[src/design/pt_pkg.sv]
// ----------------------------------------------------------------------------
// pt_pkg
// Shared types, constants and the color blend function for the palette tint
// generator.
// ----------------------------------------------------------------------------
package pt_pkg;

    localparam int PALETTE_DEPTH_DEF = 256;

    localparam int COLOR_W = 16;
    localparam int INDEX_W = 8;
    localparam int TC_W    = 8;
    // tint_count + 1 and the palette depth both fit in this width
    localparam int DIV_W   = TC_W + 1;

    localparam logic [COLOR_W-1:0] RED_MASK = 16'h7c00;
    localparam logic [COLOR_W-1:0] GRN_MASK = 16'h03e0;
    localparam logic [COLOR_W-1:0] BLU_MASK = 16'h001f;
    localparam int GRN_LSB_POS = 15;

    typedef enum logic [1:0] {
        OP_WRITE = 2'd0,
        OP_READ  = 2'd1,
        OP_TINT  = 2'd2,
        OP_NONE  = 2'd3
    } t_op;

    typedef enum logic {
        ST_DONE  = 1'b0,
        ST_RANGE = 1'b1
    } t_status;

    typedef logic [COLOR_W-1:0] t_color;

    // Per-channel (a + b) >> 1; green is six bits, its LSB in bit 15.
    function automatic t_color blend_half(input t_color a, input t_color b);
        logic [4:0] ra, rb, ba, bb;
        logic [5:0] ga, gb;
        logic [5:0] rs, bs;
        logic [6:0] gs;
        t_color     v;
        ra = 5'((a & RED_MASK) >> 10);
        rb = 5'((b & RED_MASK) >> 10);
        ga = {5'((a & GRN_MASK) >> 5), a[GRN_LSB_POS]};
        gb = {5'((b & GRN_MASK) >> 5), b[GRN_LSB_POS]};
        ba = 5'(a & BLU_MASK);
        bb = 5'(b & BLU_MASK);
        rs = {1'b0, ra} + {1'b0, rb};
        gs = {1'b0, ga} + {1'b0, gb};
        bs = {1'b0, ba} + {1'b0, bb};
        v  = {gs[1], rs[5:1], gs[6:2], bs[5:1]};
        return v;
    endfunction

endpackage

[src/design/pt_div.sv]
// ----------------------------------------------------------------------------
// pt_div
// Restoring divider, one quotient bit per cycle.
// ----------------------------------------------------------------------------
module pt_div #(
    parameter int W = pt_pkg::DIV_W
) (
    input  logic         i_clk,
    input  logic         i_rst_n,
    input  logic         i_start,
    input  logic [W-1:0] i_dividend,
    input  logic [W-1:0] i_divisor,
    output logic         o_done,
    output logic [W-1:0] o_quotient
);
    import pt_pkg::*;

    localparam int CNT_W = $clog2(W + 1);

    logic [W:0]       r_rem, n_rem;
    logic [W-1:0]     r_quo, n_quo;
    logic [W-1:0]     r_dvs;
    logic [CNT_W-1:0] r_cnt;
    logic             r_busy;
    logic             r_done;

    logic [W:0] rem_sh;

    always_comb begin
        rem_sh = {r_rem[W-1:0], r_quo[W-1]};
        if (rem_sh >= {1'b0, r_dvs}) begin
            n_rem = rem_sh - {1'b0, r_dvs};
            n_quo = {r_quo[W-2:0], 1'b1};
        end else begin
            n_rem = rem_sh;
            n_quo = {r_quo[W-2:0], 1'b0};
        end
    end

    always_ff @(posedge i_clk) begin
        if (!i_rst_n) begin
            r_busy <= 1'b0;
            r_done <= 1'b0;
            r_cnt  <= '0;
        end else begin
            r_done <= 1'b0;
            if (i_start) begin
                r_busy <= 1'b1;
                r_cnt  <= '0;
            end else if (r_busy) begin
                r_cnt <= r_cnt + 1'b1;
                if (r_cnt == CNT_W'(W - 1)) begin
                    r_busy <= 1'b0;
                    r_done <= 1'b1;
                end
            end
        end
    end

    always_ff @(posedge i_clk) begin
        if (i_start) begin
            r_rem <= '0;
            r_quo <= i_dividend;
            r_dvs <= i_divisor;
        end else if (r_busy) begin
            r_rem <= n_rem;
            r_quo <= n_quo;
        end
    end

    assign o_done     = r_done;
    assign o_quotient = r_quo;

endmodule

[config.mk]
export PLATFORM = sky130hd
export DESIGN_NAME = pt_div
export DESIGN_NICKNAME = d
export VERILOG_FILES = /design/src/design/pt_pkg.sv /design/src/design/pt_div.sv
export SDC_FILE = /design/constraint.sdc
export NUM_CORES = 1
export LEC_CHECK = 0
export ABC_CLOCK_PERIOD_IN_PS = 3150
export BUFFER_PORTS_ARGS = -buffer_cell sky130_fd_sc_hd__buf_4
export CAP_MARGIN = 25
export CORE_UTILIZATION = 35
export DETAILED_ROUTE_END_ITERATION = 12
export GPL_TIMING_DRIVEN = 0
export PLACE_DENSITY = 0.53
export SLEW_MARGIN = 25
export SYNTH_ARGS = -nofsm -noshare
export SYNTH_HDL_FRONTEND = slang
export SYNTH_SLANG_ARGS = --single-unit
[constraint.sdc]
create_clock -name i_clk -period 3.15 [get_ports i_clk]
set_input_delay 0.315 -clock i_clk [delete_from_list [all_inputs] [get_ports i_clk]]
set_output_delay 0.315 -clock i_clk [all_outputs]
set_load 0.02 [all_outputs]
==> results.md <==
- Outcome: completed
- Worst R2R End: r_rem[6]
- Fillers: 475
- H-tree depth: 2
- Fmax: 371 MHz
- Post-CTS Setup Repair Bufs: 0
- Power Dens Cells: roughly 530 nW/um^2
- Total GRT Usage: around 14%
- Final Hold Fails: 0
- Die Y-Extent: 73.5 um
- Synth area leader: edfxtp_1
- Vias in the first global route: around 1200
- Die Wd: about 74 um
- Synth cell types: 39
- Yosys warns: 0
- Initial antenna violation count: 0
- Pwr Total: about 1.2 mW
- Post-route clock period utilization: 85.6%
- Residual DRC: 0
- Fin crit period: between 2 and 3 ns
- PnR worst setup slack: roughly 0.45 ns
- Via density: approximately 4.7
- Clk sinks: 33
- Syn_nets: about 190
- Ports: 31
- Num CTS Buffers: 5
- RSZ-0062 raised after global routing: false
- CTS hold repair buffers: 0
- Hold slack: just over 0.2 ns
- Starting Density: 37.2%
- Die ar.: around 5400 um^2
- Worst Tran Pin Value: ~0.4 ns
- Drt pass-1 iters: 4
- Commonest non-fill, non-tap cell in the layout: buf_4
- Post-DP HPWL: between 2000 and 3000 um
- Clock Path Buffers: 2
- Insertion delay of the later-clocked pin in the worst-skew pair: roughly 0.29 ns
- Cell count after placement: between 200 and 300
- Post-synthesis cell area: between 1500 and 2000 um^2
- Mean post-synth cell area: about 11 um^2
- Final core occ: between 40% and 50%
- Vias: between 1000 and 1500
- Most frequent cells in the layout: buf_4, edfxtp_1, nor2_1, dfxtp_1, inv_1
- N_diodes: 0
- Worst Setup End Kind: flop
- Crit Reg-Reg Startpoint: o_quotient[8]
- Max-slew violation count: 0
- Hold Path Class: in -> reg
- ANT nets after route: 0
- Setup violators final: 0
- # rows: 25
- Sequential area share after synthesis: a little under half
- Skew final: about 0.0063 ns
- Top-area cell type share of the netlist area: a little under a third
- First-pass GRT wire length: between 5000 and 6000 um
- Routed WL per cell: ~13 um
- CP Launch Type: flop
- Number of synthesized register bits: 33
- CP max FO: 10
- Min-delay src: i_divisor[0]
- Setup TNS: 0 ns
- Area grow syn2layout: 22.9%
- Worst setup path endpoint: r_rem[6]
- Worst slew margin relative to its limit: ~73%
- Clk Tree Root Cell: clkbuf_8
- Crit Path Category: reg -> reg
- CTS resizes: 0
- DP Area: approximately 2100 um^2
- Setup slack, reg-to-reg: about 0.45 ns
- CP required: between 3 and 4 ns
- WL final: approximately 3500 um
- Finished Cell Area: ~2200 um^2
- CTS tree: done
- Largest net degree at the start of global routing: 11
- Proportion of layout cells with a drive suffix above 1: 29.4%
- Nets: approximately 230
- Pre-CTS setup slack: 0.457 ns
- Synth top area cells: edfxtp_1, dfxtp_1, ha_1
- RD Place Congestion: 0.795
- Critical Path Source: o_quotient[8]
- FF-to-FF path depth: 10
- Synth Instances: 159
- Core Region: about 4800 um^2
- Initial DRC count: 57
- Worst path arrival time: around 2.9 ns
- Maximum VDD drop: between 0.2 and 0.25 mV
- Clock transition at the registers of the reported paths: 0.07 ns
- Static Leak: approximately 0.95 nW
- Finished Layout Cells: approximately 260
- Maxcap violations: 0
- Total grt overflow: 0
- I/O Buffers: 30
[synth_stat cells (all sizes together)]
master   count
edfxtp      18
dfxtp       15
nor2        15
inv         14
ha          11
mux2         8
nand2        8
a211oi       6
buf          6
xor2         6
a21oi        5
mux2i        5
nand4        5
a21o         3
a311oi       3
nand3        3
nor2b        3
nor3         3
xnor2        3
a211o        2
o21ai        2
o311ai       2
o31ai        2
a31o         1
and3         1
and3b        1
clkinv       1
fa           1
nand2b       1
nand3b       1
nor3b        1
o2111ai      1
o31a         1
or2          1
[per-layer routing]
layer	GRT usage, %	part of all wire [%]
met3	4.53	3.1
met4	5.56	1.6
met5	0	0
met2	23.4	50
met1	16.4	46
[state kept, by name (all words and copies together) (netlist names)]
name	flops
o_done	1
o_quotient	9
r_busy	1
r_cnt	4
r_dvs	9
r_rem	9
[worst max-delay path, cell delays in order, from the launching register on]
cell,delay [ns]
edfxtp_1,0.43
inv_1,0.09
ha_1,0.17
inv_1,0.05
fa_1,0.41
a211oi_2,0.33
o31ai_4,0.14
a211oi_4,0.42
buf_6,0.20
mux2i_1,0.25
a211oi_2,0.09
[power breakdown]
group          total (mW)  internal [mW]  switching (mW)
registers           0.516          0.494          0.0221
logic               0.290          0.137           0.153
clock network       0.361          0.202           0.160
total                1.17          0.832           0.335
[area by class of cell]
type	count	area, um^2	share of cell area, %
timing repair buffer	30	225	10.2
sequential	33	841	38.2
clock buffer	7	97.6	4.43
buffer	6	63.8	2.90
clock inverter	1	3.75	0.171
multi-input combinational	105	830	37.7
inverter	15	56.3	2.56
tap	67	83.8	3.81
[kinds of logic after synthesis]
family	share of synthesized area, %
adders and majority gates	8.80
and+or+nand+nor	11.7
muxes	7.83
DFF	47.0
xor gates and xnor gates	4.40
buffers and inverters	6.71
AOI/OAI and AO/OA	13.6
[how the worst min path moves through the flow]
stage / to / depth (start not counted) / slack [ns]
after floorplan: r_dvs[0] / 0 / 0.41
after global placement: r_dvs[7] / 1 / 0.49
after detailed placement: r_dvs[7] / 1 / 0.49
after CTS: r_dvs[0] / 1 / 0.20
after global routing: r_dvs[4] / 1 / 0.19
final: r_dvs[0] / 1 / 0.20
(Power assumes the default switching activity.)
