`src/design/pt_pkg.sv`:
```
// ----------------------------------------------------------------------------
// pt_pkg
// Shared types, constants and the color blend function for the palette tint
// generator.
// ----------------------------------------------------------------------------
package pt_pkg;

    localparam int PALETTE_DEPTH_DEF = 256;

    localparam int COLOR_W = 16;
    localparam int INDEX_W = 8;
    localparam int TC_W    = 8;
    // tint_count + 1 and the palette depth both fit in this width
    localparam int DIV_W   = TC_W + 1;

    localparam logic [COLOR_W-1:0] RED_MASK = 16'h7c00;
    localparam logic [COLOR_W-1:0] GRN_MASK = 16'h03e0;
    localparam logic [COLOR_W-1:0] BLU_MASK = 16'h001f;
    localparam int GRN_LSB_POS = 15;

    typedef enum logic [1:0] {
        OP_WRITE = 2'd0,
        OP_READ  = 2'd1,
        OP_TINT  = 2'd2,
        OP_NONE  = 2'd3
    } t_op;

    typedef enum logic {
        ST_DONE  = 1'b0,
        ST_RANGE = 1'b1
    } t_status;

    typedef logic [COLOR_W-1:0] t_color;

    // Per-channel (a + b) >> 1; green is six bits, its LSB in bit 15.
    function automatic t_color blend_half(input t_color a, input t_color b);
        logic [4:0] ra, rb, ba, bb;
        logic [5:0] ga, gb;
        logic [5:0] rs, bs;
        logic [6:0] gs;
        t_color     v;
        ra = 5'((a & RED_MASK) >> 10);
        rb = 5'((b & RED_MASK) >> 10);
        ga = {5'((a & GRN_MASK) >> 5), a[GRN_LSB_POS]};
        gb = {5'((b & GRN_MASK) >> 5), b[GRN_LSB_POS]};
        ba = 5'(a & BLU_MASK);
        bb = 5'(b & BLU_MASK);
        rs = {1'b0, ra} + {1'b0, rb};
        gs = {1'b0, ga} + {1'b0, gb};
        bs = {1'b0, ba} + {1'b0, bb};
        v  = {gs[1], rs[5:1], gs[6:2], bs[5:1]};
        return v;
    endfunction

endpackage

```
`src/design/pt_ram.sv`:
```
// ----------------------------------------------------------------------------
// pt_ram
// Palette store: one write port, one read port, registered read data.
// ----------------------------------------------------------------------------
module pt_ram #(
    parameter int DEPTH  = pt_pkg::PALETTE_DEPTH_DEF,
    parameter int ADDR_W = $clog2(DEPTH)
) (
    input  logic                       i_clk,
    input  logic                       i_we,
    input  logic [ADDR_W-1:0]          i_waddr,
    input  logic [pt_pkg::COLOR_W-1:0] i_wdata,
    input  logic [ADDR_W-1:0]          i_raddr,
    output logic [pt_pkg::COLOR_W-1:0] o_rdata
);
    import pt_pkg::*;

    t_color r_mem [DEPTH];
    t_color r_rdata;

    always_ff @(posedge i_clk) begin
        if (i_we) begin
            r_mem[i_waddr] <= i_wdata;
        end
        r_rdata <= r_mem[i_raddr];
    end

    assign o_rdata = r_rdata;

endmodule

```
`config.mk`:
```
export PLATFORM = sky130hd
export DESIGN_NAME = pt_ram
export DESIGN_NICKNAME = d
export VERILOG_FILES = /design/src/design/pt_pkg.sv /design/src/design/pt_ram.sv
export SDC_FILE = /design/constraint.sdc
export NUM_CORES = 2
export LEC_CHECK = 0
export CORE_ASPECT_RATIO = 0.75
export CORE_MARGIN = 5
export CORE_UTILIZATION = 55
export CTS_BUF_LIST = sky130_fd_sc_hd__clkbuf_16
export DETAILED_ROUTE_END_ITERATION = 10
export DONT_BUFFER_PORTS = 1
export GPL_TIMING_DRIVEN = 0
export PLACE_DENSITY = 0.71
export SLEW_MARGIN = 15
export SYNTH_ARGS = -nofsm -noshare
export SYNTH_HDL_FRONTEND = slang
export SYNTH_SLANG_ARGS = --single-unit
```
`constraint.sdc`:
```
create_clock -name i_clk -period 3.75 [get_ports i_clk]
set_clock_uncertainty 0.15 [all_clocks]
set_input_delay 0.75 -clock i_clk [delete_from_list [all_inputs] [get_ports i_clk]]
set_output_delay 0.75 -clock i_clk [all_outputs]
set_load 0.005 [all_outputs]
```
==> results.sh <==
export IMPL_outcome="finished, violations left"
export IMPL_violations="setup timing"
export IMPL_io_pins=50
export IMPL_seq_area_um2=123300
export IMPL_ys_flop_type="edfxtp_1"
export IMPL_p_int_mw=74.00
export IMPL_drc=0
export IMPL_dp_cells=11390
export IMPL_max_freq_ghz=0.2433
export IMPL_power_frac_seq_pct=53.2
export IMPL_grt_pass1_vias=81630
export IMPL_cts_buffers=384
export IMPL_leakage_nw=57.97
export IMPL_yosys_warnings=0
export IMPL_die_w_um=630.3
export IMPL_synth_top_cell_by_area="edfxtp_1"
export IMPL_antenna_found_initial=45
export IMPL_cts_sinks=4112
export IMPL_synth_mux_area_share_pct=15.50
export IMPL_finalMaxSlewViolations=0
export IMPL_clock_path_buffers=4
export IMPL_min_period_ps=4111
export IMPL_synthAdderAreaFrac_pct=0
export IMPL_crit_chain="clkbuf_2 -> inv_1 -> buf_2 -> nand2_1 -> clkbuf_1 -> o31ai_2 -> o32ai_2 -> nor4_4"
export IMPL_crit_type="primary input to register"
export IMPL_synthXorXnorAreaFrac_pct=0
export IMPL_synth_edf_count=4096
export IMPL_crit_slowest_cell="o31ai_2"
export IMPL_cp_start_kind="primary input"
export IMPL_routabilityCongestion=1.065
export IMPL_synth_nets=7394
export IMPL_synth_distinct_cells=52
export IMPL_peakVddDrop_v=0.0004357
export IMPL_setup_viol=16
export IMPL_h_tree_depth=5
export IMPL_wl_um=511800
export IMPL_cts_tree="built"
export IMPL_die_height_um=475.2
export IMPL_postSynthAreaPerCell_um2=21.56
export IMPL_critPathMaxFanout=10
export IMPL_ys_seq_area_share_pct=77.70
export IMPL_fin_ws_ps=-360.7
export IMPL_max_cap_violations=0
export IMPL_root_buffer="clkbuf_16"
export IMPL_finalSetupTns_ps=-3382
export IMPL_overflow=0
export IMPL_die_area_um2=299500
export IMPL_final_cell_count_no_fill=12160
export IMPL_synthSimpleGateAreaFrac_pct=1.574
export IMPL_wl_per_cell_um=42.08
export IMPL_utilization_pct=63.64
export IMPL_max_slew_margin_pct=10.25
export IMPL_netlist_area_um2=158700
export IMPL_synth_compound_area_share_pct=3.537
export IMPL_ys_ff_latch=4112
export IMPL_clk_latency_ps=950
export IMPL_p_total_mw=95.24
export IMPL_grt_pass1_wl_um=685300
export IMPL_final_hold_violation_count=0
export IMPL_rsz0062_at_grt="true"
export IMPL_period_share_pct=109.6
export IMPL_track_usage_pct=33.80
export IMPL_synth_top_family_by_area="multiplexers"
export IMPL_hold_slack_ps=54.53
export IMPL_swShare_pct=22.30
export IMPL_fillers=18530
export IMPL_cp_end_kind="register"
export IMPL_initialDrtViolationCount=17290
export IMPL_fp_row_count=170
export IMPL_drive_gt1_share_pct=29.01
export IMPL_multiInputGateArea_um2=34630
export IMPL_place_ws_ps=-2537
export IMPL_pwr_share_comb_pct=6.2
export IMPL_design_area_um2=182500
export IMPL_async_flop_share_pct=0
export IMPL_viasPerCell=7.134
export IMPL_synthToLayoutAreaGrowth_pct=14.98
export IMPL_synth_top_area_share_pct=77.50
export IMPL_path_clk_slew_ps=60
export IMPL_worst_pin_slew_ps=1346
export IMPL_firstDrtPassIters=7
export IMPL_hp_class="primary input to register"
export IMPL_dpl_cell_area_um2=167700
export IMPL_switching_power_mw=21.24
export IMPL_grt_max_degree=257
export IMPL_io_buffer_count=0
export IMPL_power_density_nw_per_um2=521.9
export IMPL_layout_nets=8070
export IMPL_ant_nets=0
export IMPL_synth_area_leaders="edfxtp_1, mux4_2, mux2i_1, o221ai_1, nor2_1"
export IMPL_critical_path_arrival_ps=4710
export IMPL_place_hpwl_um=321900
export IMPL_required_ps=4340
export IMPL_vias=86780
export IMPL_netlist_instances=7360
export IMPL_start_util_pct=55.35
export IMPL_max_stage_delay_ps=800
export IMPL_pwr_share_clk_pct=40.5
export IMPL_fp_coreArea_um2=286700
==> routing by layer <==
layer | vias to the layer above | global-route usage [%] | routed length (um)
li1 | 32750 | - | -
met1 | 45180 | 48.24 | 183900
met2 | 7786 | 44.07 | 204700
met3 | 1044 | 17.75 | 99000
met4 | 20 | 12.91 | 24120
met5 | - | 0 | 151
==> placed cells by master, fill, tap and decap left out, types with 26 or more instances in the layout <==
| cell type | instances |
|---|---|
| a21oi_1 | 167 |
| a22o_1 | 32 |
| a22oi_1 | 40 |
| buf_12 | 26 |
| buf_16 | 35 |
| buf_2 | 74 |
| buf_4 | 38 |
| buf_6 | 178 |
| buf_8 | 138 |
| bufinv_16 | 37 |
| clkbuf_1 | 124 |
| clkbuf_16 | 393 |
| clkbuf_2 | 84 |
| clkinv_1 | 103 |
| clkinv_2 | 74 |
| diode_2 | 29 |
| edfxtp_1 | 4096 |
| inv_1 | 65 |
| mux2_2 | 88 |
| mux2i_1 | 565 |
| mux4_2 | 797 |
| nand2_1 | 38 |
| nand3_1 | 35 |
| nand4_1 | 26 |
| nor2_1 | 47 |
| nor2_2 | 231 |
| nor2_4 | 26 |
| nor3_1 | 50 |
| nor3_2 | 27 |
| o21ai_0 | 31 |
| o221ai_1 | 228 |
| o22ai_1 | 142 |
==> Yosys cell counts, types with 2 or more instances <==
| master | n |
|---|---|
| buf_6 | 77 |
| nand2_1 | 38 |
| buf_8 | 11 |
| a221oi_1 | 28 |
| or2_2 | 4 |
| o31ai_1 | 16 |
| nor4_1 | 17 |
| a22o_1 | 32 |
| o221ai_1 | 252 |
| clkbuf_1 | 230 |
| mux2_2 | 88 |
| mux2i_1 | 565 |
| inv_1 | 3 |
| buf_1 | 27 |
| nand3_1 | 35 |
| o32ai_1 | 20 |
| or3_1 | 2 |
| nor2b_1 | 9 |
| mux4_2 | 797 |
| a21oi_1 | 175 |
| a211oi_1 | 18 |
| nand2b_1 | 3 |
| o21ai_0 | 37 |
| nor3_1 | 92 |
| a21o_1 | 2 |
| buf_2 | 76 |
| and3_1 | 11 |
| buf_4 | 26 |
| nor4bb_1 | 2 |
| edfxtp_1 | 4096 |
| a31oi_1 | 6 |
| and4_1 | 2 |
| nand4_1 | 26 |
| a22oi_1 | 43 |
| nor2_1 | 304 |
| a2111oi_0 | 6 |
| buf_12 | 5 |
| dfxtp_1 | 16 |
| nand4b_1 | 3 |
| o22ai_1 | 148 |
==> registers in the layout, summed over array words and instances (netlist names) <==
signal	count
o_rdata	16
r_mem	4096
==> power by group through the flow <==
stage / sequential (mW) / clock (mW) / combinational, mW
final: 50.7 / 38.6 / 5.91
after detailed placement: 51.7 / 0 / 4.47
after floorplan: 51.7 / 0 / 2.50
after global routing: 50.7 / 40.6 / 5.93
after CTS: 50.7 / 38.6 / 5.53
after global placement: 51.7 / 0 / 4.37
==> cell type report <==
cell class / instances / share of cell area (%)
Inverter: 4 / 0.009599
Antenna cell: 29 / 0.03977
Timing Repair Buffer: 292 / 2.465
Multi-Input combinational cell: 2792 / 18.98
Clock inverter: 308 / 1.322
Sequential cell: 4112 / 67.58
Buffer: 450 / 1.624
Clock buffer: 393 / 5.389
Tap cell: 3784 / 2.594
==> repair_timing <==
item	4_1_cts	5_1_grt
endpoints found under the hold margin	2672	15
setup endpoints to repair	16	16
resized for setup	243	81
hold buffers	44	3
pin swaps	0	4
buffers inserted	0	1
==> kinds of logic (layout without fill, tap and decap cells) <==
family | Yosys count | count (layout)
DFF | 4112 | 4112
muxes | 1450 | 1450
AOI/OAI and AO/OA | 786 | 786
and+or+nand+nor | 556 | 556
buffers and inverters | 456 | 1447
other | 0 | 29
==> critical path: cells and delay by family <==
family	cells	cell delay (ps)
AND/OR/NAND/NOR	2	1150
buffers and inverters	4	1600
AO/OA/AOI/OAI	2	1150
==> path summary, 6_finish.rpt <==
kind | start | end | slack, ps | cells past startpoint
hold / removal | i_wdata[13] | r_mem[157][13] | 50 | 1
setup reg to reg | r_mem[138][14] | o_rdata[14] | 600 | 6
hold reg to reg | r_mem[216][13] | o_rdata[13] | 960 | 6
setup / recovery | i_raddr[4] | o_rdata[2] | -360 | 8
(Power assumes the default switching activity.)
